--- src/sv/lkbs_pkg.sv ---
// ----------------------------------------------------------------------------
// lkbs_pkg: shared definitions for the link keepalive backoff supervisor
// Operation, status and ping timer codes, register indexes, reset values
// and the transaction payload types used across the block.
// ----------------------------------------------------------------------------
package lkbs_pkg;

  localparam int unsigned OpW      = 4;
  localparam int unsigned TimeW    = 32;
  localparam int unsigned BackoffW = 16;
  localparam int unsigned StatusW  = 2;
  localparam int unsigned CmdW     = 2;
  localparam int unsigned CfgIdxW  = 4;
  localparam int unsigned CfgDataW = 32;

  // Event operation codes
  localparam logic [OpW-1:0] OP_OPEN          = 4'd0;
  localparam logic [OpW-1:0] OP_CONNECT_DONE  = 4'd1;
  localparam logic [OpW-1:0] OP_LOST          = 4'd2;
  localparam logic [OpW-1:0] OP_ERROR         = 4'd3;
  localparam logic [OpW-1:0] OP_DATA          = 4'd4;
  localparam logic [OpW-1:0] OP_PING_CHECK    = 4'd5;
  localparam logic [OpW-1:0] OP_RESTART_FIRE  = 4'd6;
  localparam logic [OpW-1:0] OP_ONLINE_CHANGE = 4'd7;
  localparam logic [OpW-1:0] OP_CLOSE         = 4'd8;
  localparam logic [OpW-1:0] OP_CONSUME_FAIL  = 4'd9;

  // Reported link status
  localparam logic [StatusW-1:0] STAT_DISCONNECTED = 2'd0;
  localparam logic [StatusW-1:0] STAT_CONNECTING   = 2'd1;
  localparam logic [StatusW-1:0] STAT_CONNECTED    = 2'd2;
  localparam logic [StatusW-1:0] STAT_CLOSED       = 2'd3;

  // Ping check timer commands
  localparam logic [CmdW-1:0] CMD_NONE  = 2'd0;
  localparam logic [CmdW-1:0] CMD_START = 2'd1;
  localparam logic [CmdW-1:0] CMD_STOP  = 2'd2;

  // Configuration register indexes
  localparam logic [CfgIdxW-1:0] CFG_MIN_BACKOFF = 4'd0;
  localparam logic [CfgIdxW-1:0] CFG_MAX_BACKOFF = 4'd1;
  localparam logic [CfgIdxW-1:0] CFG_PING_IDLE   = 4'd2;
  localparam logic [CfgIdxW-1:0] CFG_PING_FAIL   = 4'd3;

  // Register reset values
  localparam logic [BackoffW-1:0] MIN_BACKOFF_RST = 16'd250;
  localparam logic [BackoffW-1:0] MAX_BACKOFF_RST = 16'd59000;
  localparam logic [TimeW-1:0]    PING_IDLE_RST   = 32'd30000;
  localparam logic [TimeW-1:0]    PING_FAIL_RST   = 32'd60000;

  typedef struct packed {
    logic [OpW-1:0]   operation;
    logic [TimeW-1:0] now_ms;
    logic             success;
    logic             nonempty;
    logic             online_now;
  } event_t;

  typedef struct packed {
    logic [StatusW-1:0]  link_status;
    logic                status_changed;
    logic                send_ping;
    logic [CmdW-1:0]     ping_timer_cmd;
    logic                start_connect;
    logic                restart_scheduled;
    logic [BackoffW-1:0] restart_delay_ms;
  } result_t;

  typedef struct packed {
    logic [BackoffW-1:0] min_backoff_ms;
    logic [BackoffW-1:0] max_backoff_ms;
    logic [TimeW-1:0]    ping_idle_ms;
    logic [TimeW-1:0]    ping_fail_ms;
  } cfg_t;

endpackage

--- src/sv/lkbs_event_if.sv ---
// ----------------------------------------------------------------------------
// lkbs_event_if: event channel
// Valid/ready channel carrying one timestamped link event per transaction.
// ----------------------------------------------------------------------------
interface lkbs_event_if;
  import lkbs_pkg::*;

  logic             valid;
  logic             ready;
  logic [OpW-1:0]   operation;
  logic [TimeW-1:0] now_ms;
  logic             success;
  logic             nonempty;
  logic             online_now;

  modport source (
    output valid, operation, now_ms, success, nonempty, online_now,
    input  ready
  );

  modport sink (
    input  valid, operation, now_ms, success, nonempty, online_now,
    output ready
  );
endinterface

--- src/sv/lkbs_result_if.sv ---
// ----------------------------------------------------------------------------
// lkbs_result_if: result channel
// Valid/ready channel carrying the supervisor response to one event.
// ----------------------------------------------------------------------------
interface lkbs_result_if;
  import lkbs_pkg::*;

  logic                valid;
  logic                ready;
  logic [StatusW-1:0]  link_status;
  logic                status_changed;
  logic                send_ping;
  logic [CmdW-1:0]     ping_timer_cmd;
  logic                start_connect;
  logic                restart_scheduled;
  logic [BackoffW-1:0] restart_delay_ms;

  modport source (
    output valid, link_status, status_changed, send_ping, ping_timer_cmd,
           start_connect, restart_scheduled, restart_delay_ms,
    input  ready
  );

  modport sink (
    input  valid, link_status, status_changed, send_ping, ping_timer_cmd,
           start_connect, restart_scheduled, restart_delay_ms,
    output ready
  );
endinterface

--- src/sv/lkbs_cfg_if.sv ---
// ----------------------------------------------------------------------------
// lkbs_cfg_if: configuration write channel
// Valid/ready channel carrying a register index and write data.
// ----------------------------------------------------------------------------
interface lkbs_cfg_if;
  import lkbs_pkg::*;

  logic                valid;
  logic                ready;
  logic [CfgIdxW-1:0]  index;
  logic [CfgDataW-1:0] data;

  modport source (
    output valid, index, data,
    input  ready
  );

  modport sink (
    input  valid, index, data,
    output ready
  );
endinterface

--- src/sv/lkbs_cfg_regs.sv ---
// ----------------------------------------------------------------------------
// lkbs_cfg_regs: configuration register file
// Holds the backoff limits and ping thresholds; takes a write every cycle.
// ----------------------------------------------------------------------------
module lkbs_cfg_regs (
  input  logic          clk_i,
  input  logic          rst_ni,
  lkbs_cfg_if.sink      cfg_i,
  output lkbs_pkg::cfg_t cfg_o
);
  import lkbs_pkg::*;

  cfg_t cfg_q, cfg_d;
  logic wr;

  // Always ready for a write transaction
  assign cfg_i.ready = 1'b1;
  assign wr          = cfg_i.valid;

  // Decode the write; unknown indexes are dropped
  always_comb begin
    cfg_d = cfg_q;
    if (wr) begin
      case (cfg_i.index)
        CFG_MIN_BACKOFF: cfg_d.min_backoff_ms = cfg_i.data[BackoffW-1:0];
        CFG_MAX_BACKOFF: cfg_d.max_backoff_ms = cfg_i.data[BackoffW-1:0];
        CFG_PING_IDLE:   cfg_d.ping_idle_ms   = cfg_i.data[TimeW-1:0];
        CFG_PING_FAIL:   cfg_d.ping_fail_ms   = cfg_i.data[TimeW-1:0];
        default:         cfg_d = cfg_q;
      endcase
    end
  end

  always_ff @(posedge clk_i or negedge rst_ni) begin
    if (!rst_ni) begin
      cfg_q.min_backoff_ms <= MIN_BACKOFF_RST;
      cfg_q.max_backoff_ms <= MAX_BACKOFF_RST;
      cfg_q.ping_idle_ms   <= PING_IDLE_RST;
      cfg_q.ping_fail_ms   <= PING_FAIL_RST;
    end else begin
      cfg_q <= cfg_d;
    end
  end

  assign cfg_o = cfg_q;

endmodule

--- src/sv/lkbs_core.sv ---
// ----------------------------------------------------------------------------
// lkbs_core: link supervisor state and event decode
// Holds the link state, timestamps, backoff and flags, and works out the
// response to one registered event combinationally.
// ----------------------------------------------------------------------------
module lkbs_core (
  input  logic              clk_i,
  input  logic              rst_ni,
  input  logic              step_i,
  input  lkbs_pkg::event_t  evt_i,
  input  lkbs_pkg::cfg_t    cfg_i,
  output lkbs_pkg::result_t res_o
);
  import lkbs_pkg::*;

  typedef enum logic [2:0] {
    ST_NONE,
    ST_CONNECTING,
    ST_READY,
    ST_FAILED,
    ST_CLOSED
  } link_state_e;

  link_state_e         state_q, state_d;
  logic [TimeW-1:0]    last_rx_q, last_rx_d;
  logic [TimeW-1:0]    last_rst_q, last_rst_d;
  logic [BackoffW-1:0] backoff_q, backoff_d;
  logic                pending_q, pending_d;
  logic                online_q, online_d;

  logic [TimeW-1:0]    since, idle;
  logic [BackoffW-1:0] arm_base, arm_wait, dbl_sat;
  logic [BackoffW:0]   dbl;
  logic                arm_short, do_arm, arm_ok, force_change;
  result_t             res;

  // Restart arithmetic; an online change rearms from the minimum backoff
  assign arm_base  = (evt_i.operation == OP_ONLINE_CHANGE) ? cfg_i.min_backoff_ms
                                                           : backoff_q;
  assign since     = evt_i.now_ms - last_rst_q;
  assign arm_short = since < {{(TimeW-BackoffW){1'b0}}, arm_base};
  assign arm_wait  = arm_base - since[BackoffW-1:0];
  assign dbl       = {arm_base, 1'b0};
  assign dbl_sat   = (dbl > {1'b0, cfg_i.max_backoff_ms}) ? cfg_i.max_backoff_ms
                                                          : dbl[BackoffW-1:0];
  assign idle      = evt_i.now_ms - last_rx_q;

  // Decode the event
  always_comb begin
    state_d      = state_q;
    last_rx_d    = last_rx_q;
    last_rst_d   = last_rst_q;
    backoff_d    = backoff_q;
    pending_d    = pending_q;
    online_d     = online_q;
    do_arm       = 1'b0;
    force_change = 1'b0;
    res          = '0;

    case (evt_i.operation)
      OP_OPEN: begin
        if (state_q != ST_CLOSED) begin
          state_d           = ST_CONNECTING;
          res.start_connect = 1'b1;
        end
      end
      OP_CONNECT_DONE: begin
        if (!evt_i.success) begin
          state_d = ST_FAILED;
          do_arm  = 1'b1;
        end else begin
          state_d            = ST_READY;
          res.send_ping      = 1'b1;
          res.ping_timer_cmd = CMD_START;
          backoff_d          = cfg_i.min_backoff_ms;
          last_rx_d          = evt_i.now_ms;
        end
      end
      OP_LOST: begin
        do_arm = 1'b1;
      end
      OP_ERROR: begin
        state_d = ST_FAILED;
        do_arm  = 1'b1;
      end
      OP_DATA: begin
        if (state_q != ST_CLOSED && evt_i.nonempty) begin
          last_rx_d          = evt_i.now_ms;
          res.ping_timer_cmd = CMD_START;
        end
      end
      OP_PING_CHECK: begin
        if (idle > cfg_i.ping_fail_ms) begin
          state_d = ST_FAILED;
          do_arm  = 1'b1;
        end else begin
          res.send_ping      = (idle > cfg_i.ping_idle_ms) && (state_q == ST_READY);
          res.ping_timer_cmd = CMD_START;
        end
      end
      OP_RESTART_FIRE: begin
        // Passes through failed into connecting, so always a change
        pending_d          = 1'b0;
        last_rst_d         = evt_i.now_ms;
        res.ping_timer_cmd = CMD_STOP;
        state_d            = ST_CONNECTING;
        force_change       = 1'b1;
        res.start_connect  = 1'b1;
      end
      OP_ONLINE_CHANGE: begin
        if (online_q != evt_i.online_now) begin
          online_d = evt_i.online_now;
          if (state_q != ST_CLOSED && evt_i.online_now) begin
            state_d   = ST_FAILED;
            pending_d = 1'b0;
            backoff_d = cfg_i.min_backoff_ms;
            do_arm    = 1'b1;
          end
        end
      end
      OP_CLOSE: begin
        if (state_q != ST_CLOSED) begin
          state_d            = ST_CLOSED;
          res.ping_timer_cmd = CMD_STOP;
        end
      end
      OP_CONSUME_FAIL: begin
        if (state_q != ST_CLOSED) begin
          state_d = ST_FAILED;
          do_arm  = 1'b1;
        end
      end
      default: begin
        state_d = state_q;
      end
    endcase

    // Arm the restart timer unless closed, connecting, offline or pending
    arm_ok = do_arm && state_d != ST_CLOSED && state_d != ST_CONNECTING &&
             online_d && !pending_d;
    if (arm_ok) begin
      pending_d             = 1'b1;
      res.restart_scheduled = 1'b1;
      if (arm_short) begin
        res.restart_delay_ms = arm_wait;
        backoff_d            = dbl_sat;
      end
    end

    res.status_changed = force_change || (state_d != state_q);
    case (state_d)
      ST_CONNECTING: res.link_status = STAT_CONNECTING;
      ST_READY:      res.link_status = STAT_CONNECTED;
      ST_CLOSED:     res.link_status = STAT_CLOSED;
      default:       res.link_status = STAT_DISCONNECTED;
    endcase
  end

  // Commit the state only when the event moves to the result register
  always_ff @(posedge clk_i or negedge rst_ni) begin
    if (!rst_ni) begin
      state_q    <= ST_NONE;
      last_rx_q  <= '0;
      last_rst_q <= '0;
      backoff_q  <= MIN_BACKOFF_RST;
      pending_q  <= 1'b0;
      online_q   <= 1'b0;
    end else if (step_i) begin
      state_q    <= state_d;
      last_rx_q  <= last_rx_d;
      last_rst_q <= last_rst_d;
      backoff_q  <= backoff_d;
      pending_q  <= pending_d;
      online_q   <= online_d;
    end
  end

  assign res_o = res;

  a_restart_fire_connects: assert property (@(posedge clk_i) disable iff (!rst_ni)
    step_i && evt_i.operation == OP_RESTART_FIRE |=> state_q == ST_CONNECTING && !pending_q)
    else $error("restart fire did not leave a connecting link without a pending restart");

  a_delay_needs_sched: assert property (@(posedge clk_i) disable iff (!rst_ni)
    res.restart_delay_ms != '0 |-> res.restart_scheduled)
    else $error("restart delay reported without a scheduled restart");

  a_hold_when_idle: assert property (@(posedge clk_i) disable iff (!rst_ni)
    !step_i |=> $stable(state_q) && $stable(pending_q) && $stable(backoff_q))
    else $error("supervisor state moved without an event");

endmodule

--- src/sv/link_keepalive_backoff_supervisor_unit.sv ---
// ----------------------------------------------------------------------------
// link_keepalive_backoff_supervisor_unit: link supervisor with keepalive
// Takes one timestamped link event per transaction on evt_i and answers one
// result on res_o through the event and result registers, with the link
// status, ping and connect requests, the ping check timer command and any
// armed restart delay. A new event is taken every cycle unless a stalled
// result holds it back: the event register feeds combinational decode against
// the held link state, which is written together with the result register,
// so the sustained rate is one event per cycle while res_o is drained. A
// stalled result holds in the result register while one further event waits
// in the event register. Configuration writes on cfg_i are taken every cycle
// and apply to events that follow; write them while no event is in flight.
// ----------------------------------------------------------------------------
module link_keepalive_backoff_supervisor_unit (
  input  logic         clk_i,
  input  logic         rst_ni,
  lkbs_event_if.sink   evt_i,
  lkbs_cfg_if.sink     cfg_i,
  lkbs_result_if.source res_o
);
  import lkbs_pkg::*;

  event_t  evt_q, evt_d;
  logic    evt_valid_q, evt_valid_d;
  result_t res_q, res_d;
  logic    res_valid_q, res_valid_d;
  result_t core_res;
  cfg_t    cfg;
  logic    advance, step;

  lkbs_cfg_regs u_cfg (
    .clk_i  (clk_i),
    .rst_ni (rst_ni),
    .cfg_i  (cfg_i),
    .cfg_o  (cfg)
  );

  lkbs_core u_core (
    .clk_i  (clk_i),
    .rst_ni (rst_ni),
    .step_i (step),
    .evt_i  (evt_q),
    .cfg_i  (cfg),
    .res_o  (core_res)
  );

  // Advance whenever the result register is free or being drained
  assign advance     = !res_valid_q || res_o.ready;
  assign step        = evt_valid_q && advance;
  assign evt_i.ready = !evt_valid_q || advance;

  // Capture the incoming transaction
  always_comb begin
    evt_d       = evt_q;
    evt_valid_d = evt_valid_q;
    if (evt_i.ready) begin
      evt_valid_d = evt_i.valid;
      if (evt_i.valid) begin
        evt_d.operation  = evt_i.operation;
        evt_d.now_ms     = evt_i.now_ms;
        evt_d.success    = evt_i.success;
        evt_d.nonempty   = evt_i.nonempty;
        evt_d.online_now = evt_i.online_now;
      end
    end
  end

  // Load or drop the result
  always_comb begin
    res_d       = res_q;
    res_valid_d = res_valid_q;
    if (step) begin
      res_d       = core_res;
      res_valid_d = 1'b1;
    end else if (res_o.ready) begin
      res_valid_d = 1'b0;
    end
  end

  always_ff @(posedge clk_i or negedge rst_ni) begin
    if (!rst_ni) begin
      evt_valid_q <= 1'b0;
      res_valid_q <= 1'b0;
    end else begin
      evt_valid_q <= evt_valid_d;
      res_valid_q <= res_valid_d;
    end
  end

  always_ff @(posedge clk_i) begin
    evt_q <= evt_d;
    res_q <= res_d;
  end

  assign res_o.valid             = res_valid_q;
  assign res_o.link_status       = res_q.link_status;
  assign res_o.status_changed    = res_q.status_changed;
  assign res_o.send_ping         = res_q.send_ping;
  assign res_o.ping_timer_cmd    = res_q.ping_timer_cmd;
  assign res_o.start_connect     = res_q.start_connect;
  assign res_o.restart_scheduled = res_q.restart_scheduled;
  assign res_o.restart_delay_ms  = res_q.restart_delay_ms;

endmodule
--- src/flat_wrapper.sv ---
// flat-port wrapper written by rule: the top's interface ports become plain ports
module link_keepalive_backoff_supervisor_unit_flat import lkbs_pkg::*;
  (clk_i, rst_ni, evt_i_valid, evt_i_operation, evt_i_now_ms, evt_i_success, evt_i_nonempty, evt_i_online_now, evt_i_ready, cfg_i_valid, cfg_i_index, cfg_i_data, cfg_i_ready, res_o_valid, res_o_link_status, res_o_status_changed, res_o_send_ping, res_o_ping_timer_cmd, res_o_start_connect, res_o_restart_scheduled, res_o_restart_delay_ms, res_o_ready);
  lkbs_event_if evt_i_i ();
  lkbs_cfg_if cfg_i_i ();
  lkbs_result_if res_o_i ();
  input  logic clk_i;
  input  logic rst_ni;
  input wire logic [$bits(evt_i_i.valid)-1:0] evt_i_valid;
  input wire logic [$bits(evt_i_i.operation)-1:0] evt_i_operation;
  input wire logic [$bits(evt_i_i.now_ms)-1:0] evt_i_now_ms;
  input wire logic [$bits(evt_i_i.success)-1:0] evt_i_success;
  input wire logic [$bits(evt_i_i.nonempty)-1:0] evt_i_nonempty;
  input wire logic [$bits(evt_i_i.online_now)-1:0] evt_i_online_now;
  output wire logic [$bits(evt_i_i.ready)-1:0] evt_i_ready;
  input wire logic [$bits(cfg_i_i.valid)-1:0] cfg_i_valid;
  input wire logic [$bits(cfg_i_i.index)-1:0] cfg_i_index;
  input wire logic [$bits(cfg_i_i.data)-1:0] cfg_i_data;
  output wire logic [$bits(cfg_i_i.ready)-1:0] cfg_i_ready;
  output wire logic [$bits(res_o_i.valid)-1:0] res_o_valid;
  output wire logic [$bits(res_o_i.link_status)-1:0] res_o_link_status;
  output wire logic [$bits(res_o_i.status_changed)-1:0] res_o_status_changed;
  output wire logic [$bits(res_o_i.send_ping)-1:0] res_o_send_ping;
  output wire logic [$bits(res_o_i.ping_timer_cmd)-1:0] res_o_ping_timer_cmd;
  output wire logic [$bits(res_o_i.start_connect)-1:0] res_o_start_connect;
  output wire logic [$bits(res_o_i.restart_scheduled)-1:0] res_o_restart_scheduled;
  output wire logic [$bits(res_o_i.restart_delay_ms)-1:0] res_o_restart_delay_ms;
  input wire logic [$bits(res_o_i.ready)-1:0] res_o_ready;
  assign evt_i_i.valid = evt_i_valid;
  assign evt_i_i.operation = evt_i_operation;
  assign evt_i_i.now_ms = evt_i_now_ms;
  assign evt_i_i.success = evt_i_success;
  assign evt_i_i.nonempty = evt_i_nonempty;
  assign evt_i_i.online_now = evt_i_online_now;
  assign evt_i_ready = evt_i_i.ready;
  assign cfg_i_i.valid = cfg_i_valid;
  assign cfg_i_i.index = cfg_i_index;
  assign cfg_i_i.data = cfg_i_data;
  assign cfg_i_ready = cfg_i_i.ready;
  assign res_o_valid = res_o_i.valid;
  assign res_o_link_status = res_o_i.link_status;
  assign res_o_status_changed = res_o_i.status_changed;
  assign res_o_send_ping = res_o_i.send_ping;
  assign res_o_ping_timer_cmd = res_o_i.ping_timer_cmd;
  assign res_o_start_connect = res_o_i.start_connect;
  assign res_o_restart_scheduled = res_o_i.restart_scheduled;
  assign res_o_restart_delay_ms = res_o_i.restart_delay_ms;
  assign res_o_i.ready = res_o_ready;
  link_keepalive_backoff_supervisor_unit u_core (.clk_i(clk_i), .rst_ni(rst_ni), .evt_i(evt_i_i), .cfg_i(cfg_i_i), .res_o(res_o_i));
endmodule
--- config.mk ---
export PLATFORM = sky130hd
export DESIGN_NAME = link_keepalive_backoff_supervisor_unit_flat
export DESIGN_NICKNAME = d
export VERILOG_FILES = /design/src/sv/lkbs_pkg.sv /design/src/sv/lkbs_event_if.sv /design/src/sv/lkbs_result_if.sv /design/src/sv/lkbs_cfg_if.sv /design/src/sv/lkbs_cfg_regs.sv /design/src/sv/lkbs_core.sv /design/src/sv/link_keepalive_backoff_supervisor_unit.sv /design/src/flat_wrapper.sv
export SDC_FILE = /design/constraint.sdc
export NUM_CORES = 1
export LEC_CHECK = 0
export BUFFER_PORTS_ARGS = -buffer_cell sky130_fd_sc_hd__buf_4
export CORE_MARGIN = 1
export CORE_UTILIZATION = 51
export DETAILED_ROUTE_END_ITERATION = 6
export GPL_TIMING_DRIVEN = 0
export HOLD_SLACK_MARGIN = 0.02
export PLACE_DENSITY = 0.76
export SLEW_MARGIN = 20
export SYNTH_ARGS = -nofsm -noshare
export SYNTH_HDL_FRONTEND = slang
export SYNTH_SLANG_ARGS = --single-unit
--- constraint.sdc ---
create_clock -name clk_i -period 6.5 [get_ports clk_i]
set_clock_uncertainty 0.15 [all_clocks]
set_input_delay 1.3 -clock clk_i [delete_from_list [all_inputs] [get_ports clk_i]]
set_output_delay 1.3 -clock clk_i [all_outputs]
set_load 0.01 [all_outputs]
# After elaboration in Yosys (flattened, before gate mapping)
# Index checks and enable logic that the tools add are counted.
# Widths: inputs -> output; s select.
# op_classes
n_mux	44
n_reduce_logical	27
bitwise	0
n_addsub	3
eq_ne	23
shift	0
div_mod_pow	0
mul	0
order_cmp	4
# ops
operator	n
$mux 16	8
$gt 32x32->1	2
$mux 32	2
$pmux 32 s2	1
$sub 32x32->32	2
$lt 32x16->1	1
$pmux 16 s2	1
$mux 3	8
$pmux 3 s8	1
$gt 17x16->1	1
$mux 17	1
$eq 4x2->1 const B	4
$eq 4x3->1 const B	4
$sub 16x16->16	1
$mux 1	15
$reduce_and 2->1	7
$pmux 2 s5	1
$eq 4x1->1 const B	2
$eq 4x4->1 const B	2
$logic_and 1x1->1	8
$logic_not 4->1	2
$eq 3x2->1 const B	2
$ne 3x3->1 const B	2
$pmux 1 s2	3
other kinds (15)	20
# word_totals
romBits	0
ff_bits	246
wordCells	125
ram_bits	0
n_memories	0
latchBits	0
input_bits	80

# Logic depth before layout (Yosys ltp)
# Gate-level depths: netlist of the first run.
# depth
word_depth	11
depth_mapped	29
ltp_nobuf	27

# By module
# Synthesis of the first run repeated with hierarchy kept, for this count alone.
# hier_totals
hier_cells	1727
hier_area_um2	17147.7
# modules_own_cells
module	area_each_um2	cells_each	seq_area_each_um2	n_inst
lkbs_core	11417.2	1447	2134.5	1
lkbs_cfg_regs	3734.8	209	2438.6	1
link_keepalive_backoff_supervisor_unit	1995.7	71	1941.9	1

# Least setup slack after synthesis of the first run
# No wires, ideal clock.
# synth_path
kind	register to register
from	reg u_core.evt_q[3] in the netlist's numbering
to	reg u_core.u_core.backoff_q[13]
n_path_buf	1
setup_time_ps	126
setup_slack_ps	-656
arrival_ps	6880
required_time_ps	6224
path_stages_with_launch	29
path_cell_list	edfxtp_1 -> inv_1 -> ha_1 -> inv_1 -> fa_1 -> a21o_1 -> a21oi_1 -> o21ai_0 -> nor4bb_1 -> o21ai_0 -> a21oi_1 -> a2111oi_0 -> a21oi_1 -> a21oi_1 -> o31ai_1 -> xor2_1 -> ha_1 -> nand4_1 -> or4_1 -> nor4_2 -> a211oi_1 -> a211oi_2 -> a21oi_1 -> xnor2_1 -> a21o_1 -> nor4_4 -> o21ai_2 -> buf_6 -> a221o_1
# synth_between
elab_chain_cells	10
elab_cells_between_ends	16
cone_classes	2 x add/sub; 2 x order compare; 2 x eq/ne; 6 x mux; 4 x reduce/logical
# synth_rtl
item	line_no	source
start, declared	link_keepalive_backoff_supervisor_unit.sv:23	event_t evt_q, evt_d;
start signal, assigned	link_keepalive_backoff_supervisor_unit.sv:91	evt_q <= evt_d;
$sub 32x32->32	lkbs_core.sv:46	assign idle = evt_i.now_ms - last_rx_q;
$gt 32x32->1	lkbs_core.sv:93	if (idle > cfg_i.ping_fail_ms) begin
$mux 3	lkbs_core.sv:93	
$pmux 3 s8	lkbs_core.sv:60	case (evt_i.operation)
$ne 3x3->1	lkbs_core.sv:139	arm_ok = do_arm && state_d != ST_CLOSED && state_d != ST_CONNECTING &&
$logic_and 1x1->1 (3 in a row)	lkbs_core.sv:139	
$logic_and 1x1->1	lkbs_core.sv:140	online_d && !pending_d;
$mux 16 *	lkbs_core.sv:141	if (arm_ok) begin
end signal, assigned	lkbs_core.sv:172	backoff_q <= backoff_d;
end, declared	lkbs_core.sv:27	logic [BackoffW-1:0] backoff_q, backoff_d;
# Every way passes the cells marked *; elsewhere a longest branch is shown, timed or not.
# A chain may end at the register's enable or synchronous reset.

# Worst setup path after layout of the first run
# layout_path
from	reg u_core.evt_q[7] in the netlist's numbering
to	reg u_core.u_core.backoff_q[8]
# Same word-level chain as after synthesis.

==> metrics, run 1 <==
status=finished with violations; violated checks=negative setup slack; largest net degree at the start of global routing=97; Placer Congestion=0.949; Cells after Synth=1689; vias per cell=5.88; RSZ-0062 raised after global routing=yes; DR vias=13500; Worst EP required=6.77 ns; Cell variety after synth=77; kind of critical path=flip-flop to flip-flop; CP Capture Type=flip-flop; sequential cell fraction of total power=28.7%; gr ovfl total=0; placed insts=2199; num ports=107; Syn Area/Cell=9.63 µm²; Slew Limit Headroom=36.1%; DRC=0; min cycle time layout=6.81 ns; internal power=0.00443 W; ys async rst share=74.4%; Fill cells=2606; clock sink count=246; most common cell after layout, fill and taps aside=inv_1; combinational power share=49.4%; 1st-iter DRT viols=1042; Crit Path Max Fanout=6; PwrDens=381 nW/µm²; worst hold path stage count=1; synth-to-layout area growth=18.0%; CTS tree=yes; first-pass GRT wire length=68000 µm; fraction of layout cells with a size suffix above 1=21.0%; Die Ht=181 µm; total power=0.00731 W; FF+latch count, synth=246; CTS Root Cell=clkbuf_16; critical path's largest stage delay=0.55 ns; register area=6520 µm²; area of the multi-input gates=9030 µm²; final worst slack=-0.311 ns; endpoints failing setup=32; Post-Syn Area=16300 µm²; number of port buffers=105; total negative setup slack=-7.19 ns; Main synth FF type=dfrtp_1; Die Footprint=32600 µm²; Post-synth EDFFs=63; clk_lat worst skew=0.55 ns; # hold bufs at CTS=0; crit path DAT=7.08 ns; Chip Width=181 µm; Pre-antenna DRT Iters=6; cells on worst reg2reg path=30; delay-heaviest family, CP=compound AO/OA/AOI/OAI gates; final hold violation count=0; Psw=0.00288 W; Slew Limit Fails=0; Core Rows=65; critical path buffer and inverter count=6; Core Region=31500 µm²; fin nets=2121; leakage power=8.75 nW; CTS H-tree depth=1; highest-count cells in the layout ignoring fill and taps=inv_1 (208), ha_1 (169), dfrtp_1 (148), buf_4 (138), nand2_1 (129); switch share=39.3%; CP most frequent cell=buf_6; fmax=147 MHz; hpwl dp=31800 µm; clock buffer depth=3; critical path depth=30; ANT nets after route=0; type of the tightest min-delay check=flip-flop to flip-flop; crit share post-route=105%; element type at the critical path start=flip-flop; VDD IR max=0.291 mV; initial core utilization=51.7%; CTS Buf Count=28; number of global-route vias before repair=13300; post-route insts no fill=2290; sequential-to-total area share from yosys stat=40.1%; final wirelength=43100 µm; Clk pin slew, worst setup/hold paths=0.06 ns; MaxCap Viol Count=0; ant diodes=0; Synth Warn #=0; initial antenna violation count=0; Clk pwr share=22.0%; slowest CP cell=or4_4; Post-Syn Nets=1944; Slew @ Worst Pin=0.959 ns; GRT Util Overall=26.1%; WL per Instance=18.8 µm
through the flow:
step | cell area (µm²) | hold slack [ns] | setup slack [ns] | util, %
CTS | 19000 | 0.356 | -0.319 | 60.2
global route | 19200 | 0.366 | -0.499 | 61.0
detailed placement | 17700 | 0.343 | -1.68 | 56.1
global placement | 17600 | 0.319 | -1.59 | 55.9
floorplan | 16300 | 0.306 | 0.0293 | -
finish | 19200 | 0.356 | -0.311 | 61.0
cells in the mapped netlist, types with 20 or more instances:
library cell	n	area, µm²
xor2_1	20	175
nor2_1	85	319
a21oi_1	119	596
mux2_2	114	1280
nand4_1	24	150
nand2_1	130	488
a21o_1	31	233
xnor2_1	34	298
dfrtp_1	148	3700
nor3_1	22	110
nand3_1	34	170
inv_1	211	792
clkbuf_1	35	131
edfxtp_1	63	1890
o21ai_0	122	611
ha_1	172	2150
dfstp_2	35	920
registers in the layout, summed over array words and instances, names as in the netlist, 2 cells and up:
register and count:
u_core.u_core.last_rx_q 32, u_core.u_core.backoff_q 16, u_core.u_core.state_q 3, u_core.res_o.link_status 2, u_core.res_o.restart_delay_ms 16, u_core.u_cfg.cfg_o 96
u_core.evt_q 39, u_core.u_core.last_rst_q 32, u_core.res_o.ping_timer_cmd 2
power groups by stage:
stage	combinational, W	clock, W	sequential, W
3_5_place_dp	0.00334	0	0.00211
6_report	0.00361	0.00161	0.00209
3_3_place_gp	0.00321	0	0.00210
5_1_grt	0.00401	0.00169	0.00213
2_1_floorplan	0.00251	0	0.00207
4_1_cts	0.00346	0.00164	0.00209
worst paths after layout:
| check | slack [ns] | startpoint | end |
|---|---|---|---|
| max | -0.31 | u_core.evt_q[7] | u_core.u_core.backoff_q[8] |
| min | 0.36 | u_core.u_core.last_rx_q[18] | u_core.u_core.last_rx_q[18] |
| max reg2reg | -0.31 | u_core.evt_q[7] | u_core.u_core.backoff_q[8] |
| min reg2reg | 0.36 | u_core.u_core.last_rx_q[18] | u_core.u_core.last_rx_q[18] |
| max in group asynchronous | 4.63 | rst_ni | u_core.u_core.last_rst_q[25] |
| min in group asynchronous | 0.61 | rst_ni | u_core.u_cfg.cfg_o[71] |
routing by layer:
| metal | track usage (%) | vias up | share of wire, % |
|---|---|---|---|
| li1 | - | 6351 | - |
| met1 | 33.6 | 6567 | 42 |
| met2 | 44.2 | 462 | 48 |
| met3 | 3.56 | 88 | 5.8 |
| met4 | 10.4 | 0 | 4.2 |
| met5 | 0 | - | 0 |
layout make-up:
type	instances	area share (%)
well taps	402	2.62
multi-input cells	1187	47.0
plain buffers	45	1.19
inverters	211	4.13
repair buffers	147	6.18
clock buffers	47	4.50
flip-flops and latches	246	33.9
clock inverters	5	0.424
logic make-up after synthesis:
kind of cell | after synthesis | synth area share (%)
AO/OA/AOI/OAI | 422 | 16.3
AND/OR/NAND/NOR | 415 | 12.8
buffers and inverters | 256 | 6.02
flip-flops | 246 | 40.1
adder cells (fa/ha/maj) | 175 | 13.6
multiplexers | 120 | 8.27
XOR/XNOR | 54 | 2.91
other | 1 | 0.0231
repair_timing:
item,CTS,global route
endpoints found under the setup margin,37,36
pin swaps,31,21
gates cloned,2,1
resized for setup,39,26
setup buffers,24,31
(Power assumes the default switching activity.)
==> inputs of run 2 (changes only) <==
Settings changed: CELL_PAD_IN_SITES_DETAIL_PLACEMENT set to 0, CELL_PAD_IN_SITES_GLOBAL_PLACEMENT set to 2, CORE_UTILIZATION 51 to 36, PLACE_DENSITY 0.76 to 0.81.
==> metrics, run 2 (synthesis results as in run 1) <==
status=finished with violations; violated checks=negative setup slack; 1st-iter DRT viols=678; ant diodes=0; crit path launch=u_core.evt_q[6]; CTS Root Cell=clkbuf_16; number of global-route vias before repair=12900; Die Footprint=46000 µm²; crit path DAT=6.84 ns; highest-count cells in the layout ignoring fill and taps=inv_1 (208), ha_1 (165), dfrtp_1 (148), buf_4 (138), nand2_1 (128); CTS tree=yes; # hold bufs at CTS=0; CTS H-tree depth=1; PwrDens=377 nW/µm²; type of the tightest min-delay check=flip-flop to flip-flop; placed insts=2390; crit share post-route=101%; fmax=153 MHz; Die Ht=215 µm; RSZ-0062 raised after global routing=yes; kind of critical path=flip-flop to flip-flop; gr ovfl total=0; Pre-antenna DRT Iters=5; min cycle time layout=6.55 ns; Slew @ Worst Pin=0.959 ns; clock buffer depth=3; max reg flops=96; critical path's largest stage delay=0.56 ns; Post-Place Setup Slack=-2.19 ns; R2R Setup Slk=-0.05 ns; Slew Limit Fails=0; number of port buffers=105; Finished Core Util=44.1%; post-route insts no fill=2480; WL per Instance=18.4 µm; Fill cells=4294; CP endpoint=u_core.u_core.backoff_q[13]; fin nets=2121; vias per cell=5.21; Finished Cell Area=19600 µm²; final hold violation count=0; largest net degree at the start of global routing=95; synth-to-layout area growth=20.4%; Clk pin slew, worst setup/hold paths=0.06 ns; MaxCap Viol Count=0; fraction of layout cells with a size suffix above 1=22.0%; DR vias=12900; endpoints failing setup=8; initial core utilization=36.6%; worst r2r src=u_core.evt_q[6]; GRT Util Overall=19.9%; slowest CP cell=or4_4; num ports=107; Slew Limit Headroom=35.9%; most common cell after layout, fill and taps aside=inv_1; Chip Width=215 µm; CP Capture Type=flip-flop; CTS Buf Count=29; Hold WS=0.335 ns; cells on worst reg2reg path=27; Placer Congestion=0.898; hpwl dp=35000 µm; Worst EP required=6.78 ns; final wirelength=45600 µm; first-pass GRT wire length=72500 µm; initial antenna violation count=0; Crit Path Max Fanout=7; final worst slack=-0.0542 ns; ANT nets after route=0; Placed Area=17900 µm²; DRC=0; Core Rows=77; reg2reg end=u_core.u_core.backoff_q[13]; leakage power=8.78 nW; clk_lat worst skew=0.56 ns; VDD IR max=0.230 mV; Core Region=44400 µm²; clock sink count=246; element type at the critical path start=flip-flop
run 2: cell types whose count changed in the layout (fill, tap and decap cells not counted), moves of 3 or more:
cell | previous run | this run
buf_6 | 9 | 6
clkbuf_1 | 45 | 37
clkinv_2 | 1 | 4
ha_1 | 169 | 165
ha_4 | 3 | 7
run 2: repair_timing:
action,4_1_cts,5_1_grt
endpoints found under the hold margin,0,0
pin swaps,21,22
endpoints found under the setup margin,40,32
buffers inserted,24,12
gates resized for setup,37,44
cloned,1,0
run 2: critical path, delay by kind of cell (launching register included):
kind / cells / cell delay [ns]
AO/OA/AOI/OAI: 12 / 2.52
XOR/XNOR: 1 / 0.11
adder cells (fa/ha/maj): 2 / 0.72
buffers and inverters: 3 / 0.52
flip-flops: 1 / 0.46
AND/OR/NAND/NOR: 9 / 1.89
run 2: how the worst min path moves through the flow:
stage / start / endpoint / slack, ns / cells past startpoint
6_report: u_core.evt_valid_q / u_core.res_o.valid / 0.34 / 1
4_1_cts: u_core.evt_valid_q / u_core.res_o.valid / 0.35 / 1
5_1_grt: u_core.evt_valid_q / u_core.res_o.valid / 0.36 / 1
3_3_place_gp: u_core.u_core.last_rx_q[0] / u_core.u_core.last_rx_q[0] / 0.32 / 2
2_1_floorplan: u_core.u_core.last_rx_q[0] / u_core.u_core.last_rx_q[0] / 0.31 / 2
3_5_place_dp: u_core.evt_valid_q / u_core.res_o.valid / 0.34 / 1
run 2: power breakdown:
group / internal [W] / total [W] / switching, W
logic: 0.00154 / 0.00364 / 0.00210
registers: 0.00194 / 0.00208 / 0.000149
clock network: 0.000982 / 0.00165 / 0.000666
run 2: through the flow:
stage | total power, W | TNS [ns]
2_1_floorplan | 0.00458 | 0
3_3_place_gp | 0.00544 | -63.00
3_5_place_dp | 0.00549 | -64.38
4_1_cts | 0.00730 | -2.88
5_1_grt | 0.00802 | -6.92
6_report | 0.00738 | -0.206
run 2: routing by layer:
layer	vias to the layer above	part of all wire [%]	global-route usage, %
met5	-	0	0
met4	0	2.3	4.88
met3	50	4.1	2.60
met2	261	47	33.2
met1	6263	47	27.3
li1	6359	-	-
run 2: cell type report:
cell class	count	area, µm²	area share (%)
Multi-Input combinational cell	1187	9140	46.7
Sequential cell	246	6520	33.3
Timing Repair Buffer	146	1180	6.05
Clock buffer	42	887	4.53
Inverter	211	792	4.05
Tap cell	592	741	3.78
Buffer	45	230	1.18
Clock inverter	11	88.8	0.454
